--- src/hdl/lr_pkg.sv ---
`default_nettype none

package lr_pkg;

  // default coordinate width and fixed colour width
  localparam int LR_COORD_BITS = 6;
  localparam int COLOUR_BITS   = 32;

  // commands from the controller to the datapath
  typedef struct packed {
    logic load;   // capture a line command
    logic setup;  // derive deltas, start point and error term
    logic step;   // emit one pixel and advance along the major axis
  } lr_cmd_t;

  // status from the datapath to the controller
  typedef struct packed {
    logic final_step;  // pixel being emitted now is the end of the line
  } lr_status_t;

endpackage

`default_nettype wire

--- src/hdl/line_rasterizer_core.sv ---
// Bresenham line rasterizer. A command (two endpoints and a colour) is taken
// on a clock edge with start high and busy low. The block then derives the
// deltas, start point and error term in its setup state, and emits one pixel
// per cycle along the major axis, each marked by pixel_valid for exactly one
// cycle; the receiver cannot stall the stream and must take every transfer.
// A line with major-axis length n gives n+1 pixels, the last one flagged by
// last_pixel. From the accepting edge, busy stays high through the setup and
// stepping states. The next command may be accepted while the last pixel is
// on the ports.

`default_nettype none

module line_rasterizer_core #(
  parameter int COORD_BITS = lr_pkg::LR_COORD_BITS
) (
  input  wire logic                            clk,
  input  wire logic                            rst,
  input  wire logic                            start,
  output logic                                 busy,
  input  wire logic [COORD_BITS-1:0]           start_x,
  input  wire logic [COORD_BITS-1:0]           start_y,
  input  wire logic [COORD_BITS-1:0]           end_x,
  input  wire logic [COORD_BITS-1:0]           end_y,
  input  wire logic [lr_pkg::COLOUR_BITS-1:0]  colour,
  output logic                                 pixel_valid,
  output logic [COORD_BITS-1:0]                pixel_x,
  output logic [COORD_BITS-1:0]                pixel_y,
  output logic [lr_pkg::COLOUR_BITS-1:0]       pixel_colour,
  output logic                                 last_pixel
);
  import lr_pkg::*;

  lr_cmd_t    cmd;
  lr_status_t status;

  // sequencing
  lr_ctrl u_ctrl (
    .clk    (clk),
    .rst    (rst),
    .start  (start),
    .status (status),
    .cmd    (cmd),
    .busy   (busy)
  );

  // setup and stepping arithmetic
  lr_datapath #(
    .COORD_BITS (COORD_BITS)
  ) u_datapath (
    .clk          (clk),
    .rst          (rst),
    .cmd          (cmd),
    .status       (status),
    .start_x      (start_x),
    .start_y      (start_y),
    .end_x        (end_x),
    .end_y        (end_y),
    .colour       (colour),
    .pixel_valid  (pixel_valid),
    .pixel_x      (pixel_x),
    .pixel_y      (pixel_y),
    .pixel_colour (pixel_colour),
    .last_pixel   (last_pixel)
  );

endmodule

`default_nettype wire

--- src/hdl/lr_ctrl.sv ---
`default_nettype none

module lr_ctrl (
  input  wire logic               clk,
  input  wire logic               rst,
  input  wire logic               start,
  input  lr_pkg::lr_status_t      status,
  output lr_pkg::lr_cmd_t         cmd,
  output logic                    busy
);
  import lr_pkg::*;

  typedef enum logic [2:0] {
    ST_IDLE  = 3'b001,
    ST_SETUP = 3'b010,
    ST_RUN   = 3'b100
  } lr_state_t;

  lr_state_t state;
  lr_state_t state_next;

  // next state
  always_comb begin
    state_next = state;
    unique case (state)
      ST_IDLE: begin
        if (start) state_next = ST_SETUP;
      end
      ST_SETUP: begin
        state_next = ST_RUN;
      end
      ST_RUN: begin
        if (status.final_step) state_next = ST_IDLE;
      end
      default: begin
        state_next = ST_IDLE;
      end
    endcase
  end

  // state register
  always_ff @(posedge clk) begin
    if (rst) begin
      state <= ST_IDLE;
    end else begin
      state <= state_next;
    end
  end

  // command decode
  always_comb begin
    cmd.load  = (state == ST_IDLE) && start;
    cmd.setup = (state == ST_SETUP);
    cmd.step  = (state == ST_RUN);
  end

  assign busy = (state != ST_IDLE);

endmodule

`default_nettype wire

--- src/hdl/lr_datapath.sv ---
`default_nettype none

module lr_datapath #(
  parameter int COORD_BITS = lr_pkg::LR_COORD_BITS
) (
  input  wire logic                            clk,
  input  wire logic                            rst,
  input  lr_pkg::lr_cmd_t                      cmd,
  output lr_pkg::lr_status_t                   status,
  input  wire logic [COORD_BITS-1:0]           start_x,
  input  wire logic [COORD_BITS-1:0]           start_y,
  input  wire logic [COORD_BITS-1:0]           end_x,
  input  wire logic [COORD_BITS-1:0]           end_y,
  input  wire logic [lr_pkg::COLOUR_BITS-1:0]  colour,
  output logic                                 pixel_valid,
  output logic [COORD_BITS-1:0]                pixel_x,
  output logic [COORD_BITS-1:0]                pixel_y,
  output logic [lr_pkg::COLOUR_BITS-1:0]       pixel_colour,
  output logic                                 last_pixel
);
  import lr_pkg::*;

  localparam int N = COORD_BITS;
  localparam int E = COORD_BITS + 3;  // error term width, signed

  // captured command
  logic [N-1:0]           sx, sy, ex, ey;
  logic [COLOUR_BITS-1:0] colour_q;

  // stepping state
  logic [N-1:0]        cur_x, cur_y;
  logic [N-1:0]        remain;
  logic signed [E-1:0] err;
  logic signed [E-1:0] inc_keep;
  logic signed [E-1:0] inc_step;
  logic                x_major;
  logic                dir_pos;

  // setup arithmetic
  logic signed [N:0] dx, dy;
  logic [N:0]        dx_neg, dy_neg;
  logic [N-1:0]      adx, ady;
  logic [N-1:0]      major, minor;
  logic              major_x;
  logic              dir_up;
  logic [N-1:0]      init_x, init_y;
  logic [E-1:0]      minor2, major2;

  always_comb begin
    dx      = $signed({1'b0, ex}) - $signed({1'b0, sx});
    dy      = $signed({1'b0, ey}) - $signed({1'b0, sy});
    dx_neg  = -dx;
    dy_neg  = -dy;
    adx     = dx[N] ? dx_neg[N-1:0] : dx[N-1:0];
    ady     = dy[N] ? dy_neg[N-1:0] : dy[N-1:0];
    major_x = (ady <= adx);
    // minor moves up when both deltas share a strict sign
    dir_up  = (!dx[N] && (dx != '0) && !dy[N] && (dy != '0)) || (dx[N] && dy[N]);
    major   = major_x ? adx : ady;
    minor   = major_x ? ady : adx;
    // run starts at the smaller end of the major axis
    if (major_x ? dx[N] : dy[N]) begin
      init_x = ex;
      init_y = ey;
    end else begin
      init_x = sx;
      init_y = sy;
    end
    minor2 = {2'b00, minor, 1'b0};
    major2 = {2'b00, major, 1'b0};
  end

  // minor-axis step decision
  logic         minor_go;
  logic [N-1:0] minor_cur, minor_moved;

  always_comb begin
    if (x_major) begin
      minor_go = !err[E-1];
    end else begin
      minor_go = !err[E-1] && (err != '0);
    end
    minor_cur   = x_major ? cur_y : cur_x;
    minor_moved = dir_pos ? minor_cur + N'(1) : minor_cur - N'(1);
  end

  assign status.final_step = (remain == '0);

  // command capture, setup and stepping registers
  always_ff @(posedge clk) begin
    if (cmd.load) begin
      sx       <= start_x;
      sy       <= start_y;
      ex       <= end_x;
      ey       <= end_y;
      colour_q <= colour;
    end
    if (cmd.setup) begin
      cur_x    <= init_x;
      cur_y    <= init_y;
      remain   <= major;
      x_major  <= major_x;
      dir_pos  <= dir_up;
      err      <= $signed(minor2) - $signed({3'b000, major});
      inc_keep <= $signed(minor2);
      inc_step <= $signed(minor2) - $signed(major2);
    end
    if (cmd.step) begin
      remain <= remain - N'(1);
      if (x_major) begin
        cur_x <= cur_x + N'(1);
        if (minor_go) cur_y <= minor_moved;
      end else begin
        cur_y <= cur_y + N'(1);
        if (minor_go) cur_x <= minor_moved;
      end
      err <= minor_go ? err + inc_step : err + inc_keep;
    end
  end

  // result register, one transfer per step
  always_ff @(posedge clk) begin
    if (rst) begin
      pixel_valid <= 1'b0;
      last_pixel  <= 1'b0;
    end else begin
      pixel_valid <= cmd.step;
      last_pixel  <= cmd.step && status.final_step;
    end
  end

  always_ff @(posedge clk) begin
    if (cmd.step) begin
      pixel_x      <= cur_x;
      pixel_y      <= cur_y;
      pixel_colour <= colour_q;
    end
  end

endmodule

`default_nettype wire

--- config.mk ---
export PLATFORM = sky130hd
export DESIGN_NAME = line_rasterizer_core
export DESIGN_NICKNAME = d
export VERILOG_FILES = /design/src/hdl/lr_pkg.sv /design/src/hdl/line_rasterizer_core.sv /design/src/hdl/lr_ctrl.sv /design/src/hdl/lr_datapath.sv
export SDC_FILE = /design/constraint.sdc
export NUM_CORES = 1
export LEC_CHECK = 0
export BUFFER_PORTS_ARGS = -buffer_cell sky130_fd_sc_hd__buf_4
export CELL_PAD_IN_SITES_DETAIL_PLACEMENT = 0
export CELL_PAD_IN_SITES_GLOBAL_PLACEMENT = 1
export CORE_MARGIN = 10
export CORE_UTILIZATION = 44
export CTS_BUF_LIST = sky130_fd_sc_hd__clkbuf_8
export DETAILED_ROUTE_END_ITERATION = 10
export GPL_TIMING_DRIVEN = 0
export PLACE_DENSITY_LB_ADDON = 0.1
export REMOVE_ABC_BUFFERS = 1
export SLEW_MARGIN = 10
export SYNTH_ARGS = -nofsm -noshare
export SYNTH_HDL_FRONTEND = slang
export SYNTH_SLANG_ARGS = --single-unit
--- constraint.sdc ---
create_clock -name clk -period 11.2 [get_ports clk]
set_clock_uncertainty 0.1 [all_clocks]
set_input_delay 0.56 -clock clk [delete_from_list [all_inputs] [get_ports clk]]
set_output_delay 0.56 -clock clk [all_outputs]
set_load 0.01 [all_outputs]
==> results of run 1 <==
registers in the layout, indices dropped and copies added, names as in the netlist, 6 cells and up:
| name | flops |
|---|---|
| u_datapath.ex | 6 |
| u_datapath.colour_q | 32 |
| u_datapath.sx | 6 |
| u_datapath.cur_x | 6 |
| u_datapath.pixel_x | 6 |
| u_datapath.remain | 6 |
| u_datapath.pixel_y | 6 |
| u_datapath.sy | 6 |
| u_datapath.inc_step | 7 |
| u_datapath.pixel_colour | 32 |
| u_datapath.cur_y | 6 |
| u_datapath.inc_keep | 6 |
| u_datapath.ey | 6 |
| u_datapath.err | 9 |
layout make-up:
type                    instances  area [um^2]  area share
well taps                     220          275      0.0311
flip-flops and latches        147         4240       0.480
inverters                      47          179      0.0202
clock buffers                  17          234      0.0264
clock inverters                15          121      0.0137
repair buffers                107          820      0.0926
multi-input cells             412         2980       0.336
worst max-delay path by stage:
| stage | endpoint | start | slack [ns] | depth (start not counted) |
|---|---|---|---|---|
| 3_3_place_gp | u_datapath.cur_y[2] | u_datapath.ex[0] | 4.78 | 21 |
| 2_1_floorplan | u_datapath.cur_y[2] | u_datapath.ex[0] | 5.73 | 20 |
| 4_1_cts | u_datapath.cur_y[3] | u_datapath.ex[0] | 5.03 | 20 |
| 3_5_place_dp | u_datapath.cur_y[3] | u_datapath.ex[0] | 5.09 | 20 |
| 5_1_grt | u_datapath.cur_y[2] | u_datapath.ex[0] | 4.49 | 21 |
| 6_report | u_datapath.cur_y[3] | u_datapath.ex[0] | 5.08 | 20 |
power groups by stage:
stage / logic [mW] / registers (mW) / clock network, mW
after floorplan: 0.671 / 0.727 / 0
after global placement: 0.855 / 0.738 / 0
after detailed placement: 0.877 / 0.738 / 0
after CTS: 0.883 / 0.725 / 0.388
after global routing: 0.983 / 0.730 / 0.410
final: 0.883 / 0.725 / 0.375
metrics by stage:
| stage | utilization | instance area (um^2) | hold slack, ns | cells | total power, mW |
|---|---|---|---|---|---|
| after floorplan | - | 7380 | 0.300 | 606 | 1.40 |
| after global placement | 0.509 | 8450 | 0.300 | 931 | 1.59 |
| after detailed placement | 0.512 | 8490 | 0.305 | 933 | 1.61 |
| after CTS | 0.534 | 8850 | 0.154 | 965 | 2.00 |
| after global routing | 0.534 | 8850 | 0.145 | 965 | 2.12 |
| final | 0.534 | 8850 | 0.177 | 965 | 1.98 |
metal layers:
metal	routed length, um	vias up	GRT usage
li1	-	2500	-
met2	8020	98	0.236
met5	0	-	0
met4	238	0	0.0496
met3	856	19	0.0414
met1	7540	2396	0.192
cells by family after synthesis:
family,synth area share
simple gates,0.0918
flops,0.569
compound gates,0.120
buf+inv,0.0329
xor+xnor,0.0562
fa+ha+maj,0.0816
mux,0.0485
synth_stat cells, types with 3 or more instances:
cell	count	area, um^2
edfxtp_1	130	3900
inv_1	43	161
ha_1	38	475
nand2b_1	4	25.0
or2_2	4	25.0
and2_1	3	18.8
xor2_1	14	123
maj3_1	3	30.0
o21ai_1	3	15.0
mux2_2	9	101
clkbuf_1	12	45.0
a21oi_1	35	175
buf_2	4	20.0
a211oi_1	6	45.0
nand3_1	12	60.1
o211ai_1	4	30.0
o21a_1	5	37.5
nor3_1	9	45.0
o21bai_1	6	45.0
nand2_1	55	206
a22oi_1	5	37.5
xnor2_1	32	280
nor2_1	42	158
a21o_1	9	67.6
o21ai_0	31	155
and3_1	5	31.3
fa_1	4	80.1
mux2i_1	21	210
inv_2	4	15.0
o221ai_1	4	35.0
dfxtp_1	17	340
critical path, delay by kind of cell, from the launching register on:
family | cells | cell delay (ns)
AO/OA/AOI/OAI | 8 | 1.91
flip-flops | 1 | 0.37
multiplexers | 2 | 1.26
AND/OR/NAND/NOR | 2 | 0.44
XOR/XNOR | 1 | 0.30
buffers and inverters | 4 | 0.60
adder cells (fa/ha/maj) | 3 | 1.00
placed cells by master, fill, tap and decap left out, types with 5 or more instances in the layout:
cell type / count
edfxtp_1: 130
buf_4: 105
nand2_1: 55
inv_1: 44
nor2_1: 42
ha_1: 38
a21oi_1: 35
xnor2_1: 32
o21ai_0: 31
mux2i_1: 20
clkbuf_8: 17
dfxtp_1: 17
xor2_1: 14
nand3_1: 12
a21o_1: 9
nor3_1: 9
mux2_2: 9
o21bai_1: 6
a211oi_1: 6
o21a_1: 5
a22oi_1: 5
inv_6: 5
==> results.md, run 1 <==
* Post-DP HPWL at around 12000 um
* Reg-to-reg setup timing slack at between 5 and 6 ns
* Bufs on Longest Clock Path at 2
* First-pass GRT wire length at between 20000 and 30000 um
* CP max-delay cell: mux2i_2
* Worst Tran Pin Value at 0.969 ns
* Htree depth at 4
* Total gr overflow at 0
* Fin crit share at 0.546
* Number of setup buffers added after CTS at 0
* Initial antenna violation count at 0
* Wire per inst at 17.3 um
* Vias in the first global route at ~5200
* Worst-path cell chain: inv_1, ha_1, inv_1, fa_1, a211oi_2, o21bai_1, a21oi_1, o21ai_0, xnor2_1, inv_1, ha_1, nand4_1, or2_2, o31a_1, inv_2, mux2i_2, mux2i_1, o21ai_0, a32o_1, a221o_1
* Reg2Reg Capture Point: u_datapath.cur_y[3]
* Final #Nets at 833
* Max_cap viols at 0
* Starting DRT DRC Count at 318
* Main flop type after synthesis: edfxtp_1
* Hold depth at 1
* Post-synthesis area per instance at 12.0 um^2
* Antenna-violating nets left at 0
* TritonRoute pass-1 iters at 4
* Layout area overhead at 18.7%
* Sw Ratio at 0.380
* Post-synthesis sequential area ratio at 0.569
* Setup ws final at 5.08 ns
* CP Data Required Time at 11.44 ns
* Crit path kind: flip-flop to flip-flop
* Peak supply drop at 125 uV
* CP peak stage delay at 0.87 ns
* Final min period at between 6 and 7 ns
* Status: finished, final reports clean
* Core area at 16600 um^2
* Core Rows at 47
* Pleak at approximately 3.5 nW
* Reg power frac at 0.366
* Dpl ws at slightly above 5 ns
* Post_cts resized at 0
* TNS Setup at 0 ns
* Total Wirelength at 16700 um
* CP Launch Type: flip-flop
* Sink Count at 147
* Clk network pwr share at 0.189
* Avg Vias per Cell at 5.19
* #FFs+latches synth at approximately 150
* Vias post-DR at 5013
* Clock Tree Root: clkbuf_8
* Die area at 22500 um^2
* Routability Congestion at 0.825
* # hold bufs at CTS at 0
* Largest net degree at the start of global routing at 70
* Ant diodes at 0
* Post-synthesis cell count at 623
* Filler cell count at 1459
* Worst Hold End: u_datapath.colour_q[15]
* Max-slew violation count at 0
* Unrepaired setup endpoints after global routing: no
* Hold Vio Cnt, Final at 0
* Sw Pwr at 0.753 mW
* Critical Path AT at 6.36 ns
* IO Count at 106
* Die Ht at 150 um
* Rel. slew slack at 0.342
* Syn Std Cell Area at 7450 um^2
* Port-buffer cells at 105
* Min-delay src: colour[15]
* Int Power at roughly 1.2 mW
* CP Max Fanout at 16
* F_max at between 150 and 200 MHz
* Starting Density at 0.449
* Worst Setup End Kind: flip-flop
* Reg2Reg Depth at 20
* DRC at 0
* Gate power share at 0.445
* Yosys cell types at 70
* GRT Overall Usage at 0.149
* Post-synth EDFFs at 130
* P per Cell Area at 224 nW/um^2
* Ys async rst share at 0
* CTS tree: yes
* Worst Hold Class: input port to flip-flop
* Total CTS buffers at 17
* Clock-pin slew on the worst setup and hold paths at roughly 0.090 ns
* Die width at 150 um
* Critical Path Most Common Cell: inv_1
* Share of layout cells above drive strength 1 at 0.231
* RR Startpoint: u_datapath.ex[0]
* Final setup viols at 0
* Worst-skew pair later-pin latency at 0.45 ns
* Ys Warns at 0
No activity file was read; power rests on OpenSTA's default activity.
==> inputs of run 2 (changes only) <==
--- a/config.mk
+++ b/config.mk
@@ -9,7 +9,7 @@
 export CELL_PAD_IN_SITES_DETAIL_PLACEMENT = 0
 export CELL_PAD_IN_SITES_GLOBAL_PLACEMENT = 1
 export CORE_MARGIN = 10
-export CORE_UTILIZATION = 44
+export CORE_UTILIZATION = 43
 export CTS_BUF_LIST = sky130_fd_sc_hd__clkbuf_8
 export DETAILED_ROUTE_END_ITERATION = 10
 export GPL_TIMING_DRIVEN = 0
==> constraint.sdc (replaced) <==
create_clock -name clk -period 5.4 [get_ports clk]
set_clock_uncertainty 0.1 [all_clocks]
set_input_delay 0.27 -clock clk [delete_from_list [all_inputs] [get_ports clk]]
set_output_delay 0.27 -clock clk [all_outputs]
set_load 0.01 [all_outputs]
==> run 2 against run 1 <==
Compared with the run above: register-to-register slack got worse by 4.9 ns; maximum frequency rose by 18%; routed wire length rose by 7.2%; worst hold slack better by 0.14 ns; critical path type unchanged; critical endpoint is now u_datapath.err[6]; largest cell class unchanged.
==> results.md, run 2 (synthesis gave the netlist of run 1 again) <==
* IO Count at 106
* Fin crit share at 0.960
* Ant diodes at 0
* Worst-skew pair later-pin latency at 0.44 ns
* Status: finished, final reports clean
* Clock-pin slew on the worst setup and hold paths at 0.09 ns
* Critical path capture point: u_datapath.err[6]
* Hold Vio Cnt, Final at 0
* First-pass GRT wire length at ~27000 um
* Largest net degree at the start of global routing at 70
* Final min period at ~5.2 ns
* TritonRoute pass-1 iters at 5
* Setup ws final at 0.215 ns
* Vias post-DR at about 5400
* Die width at 152 um
* Final setup viols at 0
* Worst-path cell chain: inv_1, ha_1, inv_1, fa_2, a211oi_2, o21bai_2, a211oi_2, xor2_1, inv_1, ha_4, a211oi_2, nor2_1, o31a_4, inv_8, mux2i_4, xor2_1, ha_1, a21oi_2, maj3_2, a22oi_2, or3_1, a31oi_1
* Sink Count at 147
* CP Launch Type: flip-flop
* Max_cap viols at 0
* Reg-to-reg setup timing slack at 0.22 ns
* Critical Path Start: u_datapath.ex[0]
* Min-delay src: u_datapath.colour_q[24]
* Starting DRT DRC Count at around 300
* Htree depth at 4
* Total gr overflow at 0
* F_max at 193 MHz
* Total Wirelength at 17900 um
* Dominant delay contributor by cell family on the critical path: compound AO/OA/AOI/OAI gates
* Core area at 17100 um^2
* Post-DP HPWL at 12100 um
* CP bufs+invs at 4
* P per Cell Area at 460 nW/um^2
* Hold slack at ~0.32 ns
* Dpl ws at -0.739 ns
* Die area at 23000 um^2
* Vias in the first global route at approximately 5400
* Initial antenna violation count at 0
* Worst Hold Class: flip-flop to flip-flop
* RR Startpoint: u_datapath.ex[0]
* Reg2Reg Capture Point: u_datapath.err[6]
* Final #Nets at 924
* CP Data Required Time at 5.46 ns
* Clock Tree Root: clkbuf_8
* Rel. slew slack at 0.447
* Layout area overhead at 33.4%
* CP Max Fanout at 5
* GRT Overall Usage at 0.151
* Bufs on Longest Clock Path at 2
* Top flop regs: u_datapath.colour_q: 32 flops, u_datapath.pixel_colour: 32 flops, u_datapath.err: 9 flops
* Crit path kind: flip-flop to flip-flop
* Pleak at 3.97 nW
* Wire per inst at 16.8 um
* Most frequent cells in the layout: buf_4 (137), edfxtp_1 (130), dlygate4sd3_1 (57), nand2_1 (54), inv_1 (43)
* Worst Setup End Kind: flip-flop
* Avg Vias per Cell at 5.06
* Total CTS buffers at 17
* Starting Density at 0.435
* Die Ht at 152 um
* CTS tree: yes
* TNS Setup at 0 ns
* Critical Path AT at 5.25 ns
* Commonest non-fill, non-tap cell in the layout: buf_4
* Port-buffer cells at 105
* Peak supply drop at 220 uV
* DRC at 0
* CP max-delay cell: o31a_4
* Routability Congestion at 0.824
* CP peak stage delay at roughly 0.43 ns
* Max-slew violation count at 0
* Core Rows at 48
* Crit path depth at 22
* Worst Tran Pin Value at approximately 0.83 ns
* Antenna-violating nets left at 0
* Reg2Reg Depth at 22
* Share of layout cells above drive strength 1 at 0.282
[run 2: changes by cell type in the layout (fill, tap and decap cells not counted), moves of 4 or more]
cell / delta
ha_1: -4
a211oi_1: -4
dlygate4sd3_1: +57
a21oi_1: -6
buf_4: +32
mux2i_4: +4
a21oi_2: +6
[run 2: where the power goes]
| group | internal (mW) | switching [mW] | leakage, nW |
|---|---|---|---|
| Combinational | 1.10 | 1.19 | 2.45 |
| Clock | 0.331 | 0.453 | 0.185 |
| Sequential | 1.44 | 0.0643 | 1.34 |
| Total | 2.87 | 1.70 | 3.97 |
[run 2: how the worst min path moves through the flow]
stage,cells after the start,slack (ns),endpoint
5_1_grt,0,0.32,u_datapath.pixel_colour[5]
3_5_place_dp,0,0.30,u_datapath.pixel_colour[0]
6_report,0,0.32,u_datapath.pixel_colour[24]
3_3_place_gp,0,0.30,u_datapath.pixel_colour[18]
2_1_floorplan,1,0.24,u_datapath.pixel_valid
4_1_cts,0,0.32,u_datapath.pixel_colour[26]
[run 2: layout make-up]
type / instances / area [um^2]
Timing Repair Buffer: 197 / 1640
Multi-Input combinational cell: 413 / 3230
Inverter: 47 / 186
Clock inverter: 15 / 125
Clock buffer: 17 / 234
Tap cell: 225 / 282
Sequential cell: 147 / 4240
Fill cell: 1444 / 7180
[run 2: per-layer routing]
layer	track usage	wire, um	up-vias	part of all wire
met5	0	0	-	0
met4	0.0443	237	0	0.013
met3	0.0410	965	15	0.054
met2	0.247	8900	108	0.50
met1	0.191	7760	2565	0.43
li1	-	-	2681	-
[run 2: worst reg2reg max path: cells and delay by family, from the launching register on]
kind	cells	cell delay [ns]
compound gates	8	1.70
mux	1	0.28
xor+xnor	2	0.43
buf+inv	4	0.42
fa+ha+maj	5	1.38
flops	1	0.37
simple gates	2	0.24
[run 2: metrics by stage]
stage	instances	util	total power [mW]	cell area [um^2]
global route	1061	0.581	4.88	9940
CTS	1034	0.559	4.29	9570
floorplan	606	-	2.90	7380
detailed placement	938	0.497	3.34	8500
finish	1061	0.581	4.58	9940
global placement	936	0.494	3.30	8450
[run 2: repair_timing]
| action | in CTS | in global routing |
|---|---|---|
| gates cloned | 0 | 1 |
| endpoints found under the hold margin | 61 | 0 |
| setup endpoints to repair | 22 | 15 |
| setup buffers | 7 | 26 |
| resized for setup | 14 | 37 |
| pin swaps | 5 | 12 |
| hold buffers | 57 | 0 |
==> inputs of run 3 (changes only) <==
--- a/config.mk
+++ b/config.mk
@@ -14,7 +14,6 @@
 export DETAILED_ROUTE_END_ITERATION = 10
 export GPL_TIMING_DRIVEN = 0
 export PLACE_DENSITY_LB_ADDON = 0.1
-export REMOVE_ABC_BUFFERS = 1
 export SLEW_MARGIN = 10
 export SYNTH_ARGS = -nofsm -noshare
 export SYNTH_HDL_FRONTEND = slang
==> constraint.sdc (replaced) <==
create_clock -name clk -period 5.4 [get_ports clk]
set_clock_uncertainty 0.1 [all_clocks]
set_input_delay 0.27 -clock clk [delete_from_list [all_inputs] [get_ports clk]]
set_output_delay 0.27 -clock clk [all_outputs]
set_load 0.005 [all_outputs]
==> run 3 against run 2 <==
Compared with the run above: worst hold slack improved by 0.00062 ns; clock power hardly changed; core utilization is 0.14 points higher; flip-flop and latch count unchanged; routed wire length up 0.46%; cell count hardly changed; global-route usage up 0.53 points; critical path type unchanged; critical endpoint is now u_datapath.err[4].
==> results.md, run 3 (synthesis gave the netlist of run 1 again) <==
* Status: finished, final reports clean
* Layout area overhead at 33.7%
* CTS tree: yes
* Worst-skew pair later-pin latency at 0.45 ns
* DRC at 0
* Layout Cells excl Fill at 1062
* Core Rows at 48
* Max_cap viols at 0
* CP Data Required Time at ~5.5 ns
* Sw Pwr at roughly 1.7 mW
* Total CTS buffers at 17
* Port-buffer cells at ~110
* Crit path kind: flip-flop to flip-flop
* First-pass GRT wire length at between 20000 and 30000 um
* Worst Tran Pin Value at 0.731 ns
* Max-slew violation count at 0
* Syn nets at 724
* Commonest non-fill, non-tap cell in the layout: edfxtp_1
* Worst Hold Class: flip-flop to flip-flop
* Die Ht at 152 um
* Share of layout cells above drive strength 1 at 0.277
* Total gr overflow at 0
* Placed cells at approximately 950
* Gate power share at 0.499
* Clk network pwr share at 0.171
* GRT Overall Usage at 0.156
* CP Launch Type: flip-flop
* Post-DP HPWL at 13000 um
* F_max at ~190 MHz
* Sink Count at 147
* Reg power frac at 0.329
* Final #Nets at between 900 and 1000
* Clock-pin slew on the worst setup and hold paths at 0.09 ns
* Area taken by multi-input logic gates at 3290 um^2
* Overall Power at 4.57 mW
* Antenna-violating nets left at 0
* Final core utilization at 0.582
* Worst Setup End Kind: flip-flop
* Vias post-DR at 5361
* CP Max Fanout at 5
* Core area at 17100 um^2
* Die area at between 20000 and 25000 um^2
* FF/Latch Area at 4240 um^2
* Starting DRT DRC Count at 200
* Htree depth at 4
* Top flop regs: u_datapath.colour_q: 32 flops, u_datapath.pixel_colour: 32 flops, u_datapath.err: 9 flops
* Fin crit share at 0.953
* Hold Vio Cnt, Final at 0
* Pleak at around 3.9 nW
* Most frequent cells in the layout: edfxtp_1 (130), buf_4 (123), dlygate4sd3_1 (57), nand2_1 (55), inv_1 (42)
* Sw Ratio at 0.376
* Routability Congestion at roughly 0.86
* Hold slack at about 0.32 ns
* Rel. slew slack at 0.507
* Vias in the first global route at 5508
* Filler cell count at 1393
* Starting Density at 0.435
* Final setup viols at 0
* Ant diodes at 0
* Largest net degree at the start of global routing at 54
* Clock Tree Root: clkbuf_8
* Total Wirelength at 18000 um
* IO Count at around 110
* Bufs on Longest Clock Path at 2
* Wire per inst at 16.9 um
* Critical Path AT at 5.23 ns
* P per Cell Area at 458 nW/um^2
* TritonRoute pass-1 iters at 4
* Int Power at 2.85 mW
* Final min period at 5.15 ns
* Avg Vias per Cell at 5.05
* Initial antenna violation count at 0
* Die width at around 150 um
* Peak supply drop at 222 uV
run 3: cell count changes in the layout (fill, tap and decap cells not counted), moves of 2 or more:
cell | before | now
buf_4 | 137 | 123
clkbuf_1 | 0 | 10
clkinv_4 | 5 | 1
ha_1 | 34 | 30
a211oi_2 | 4 | 2
buf_2 | 0 | 2
clkinvlp_4 | 1 | 3
ha_2 | 1 | 3
ha_4 | 3 | 5
inv_2 | 3 | 5
xnor2_1 | 30 | 28
xnor2_2 | 1 | 3
run 3: layer usage:
metal  vias to the layer above  global-route usage  share of wire
met3                        15              0.0350          0.045
met1                      2581               0.195           0.45
li1                       2679                   -              -
met4                         0              0.0500          0.014
met5                         -                   0              0
met2                        86               0.263           0.49
run 3: worst paths after layout:
kind | slack (ns) | cells after the start | endpoint | startpoint
worst max register to register | 0.25 | 22 | u_datapath.err[4] | u_datapath.ex[0]
worst min-delay path | 0.32 | 0 | u_datapath.pixel_colour[17] | u_datapath.colour_q[17]
worst max-delay path | 0.25 | 22 | u_datapath.err[4] | u_datapath.ex[0]
worst min register to register | 0.32 | 0 | u_datapath.pixel_colour[17] | u_datapath.colour_q[17]
run 3: layout make-up:
cell class	count	area share
plain buffers	17	0.00866
clock buffers	17	0.0235
clock inverters	15	0.0119
inverters	47	0.0180
multi-input cells	412	0.330
flip-flops and latches	147	0.426
well taps	225	0.0283
repair buffers	182	0.154
run 3: power groups by stage:
stage,Combinational (mW),Clock (mW),Sequential (mW)
3_5_place_dp,1.84,0,1.53
3_3_place_gp,1.80,0,1.53
5_1_grt,2.52,0.849,1.51
4_1_cts,2.04,0.806,1.50
2_1_floorplan,1.41,0,1.51
6_report,2.28,0.782,1.50
run 3: through the flow:
step	area, um^2	setup slack [ns]	TNS (ns)
floorplan	7450	0.465	0
global placement	8520	-0.374	-2.74
detailed placement	8550	-0.397	-3.31
CTS	9630	0.00219	0
global route	9960	-0.0447	-0.0562
finish	9960	0.253	0
run 3: timing repair:
action                                 4_1_cts  5_1_grt
gates resized for setup                     20       45
endpoints found under the hold margin       61        0
buffers inserted                             5       14
pin swaps                                    4       17
gates cloned                                 0        0
setup endpoints to repair                   16       16
hold buffers                                57        0
run 3: critical path: stages, from the launching register on:
cell      delay (ns)
edfxtp_1        0.37
inv_1           0.08
ha_2            0.20
inv_1           0.06
fa_2            0.40
a211oi_4        0.29
o21bai_2        0.15
a211oi_2        0.25
xor2_1          0.24
inv_1           0.14
ha_4            0.32
nand4_1         0.12
or2_2           0.31
o31a_1          0.21
inv_4           0.16
mux2i_4         0.28
xor2_1          0.18
ha_2            0.20
a21oi_2         0.04
maj3_2          0.35
a21oi_2         0.19
xnor2_1         0.14
a21oi_1         0.08
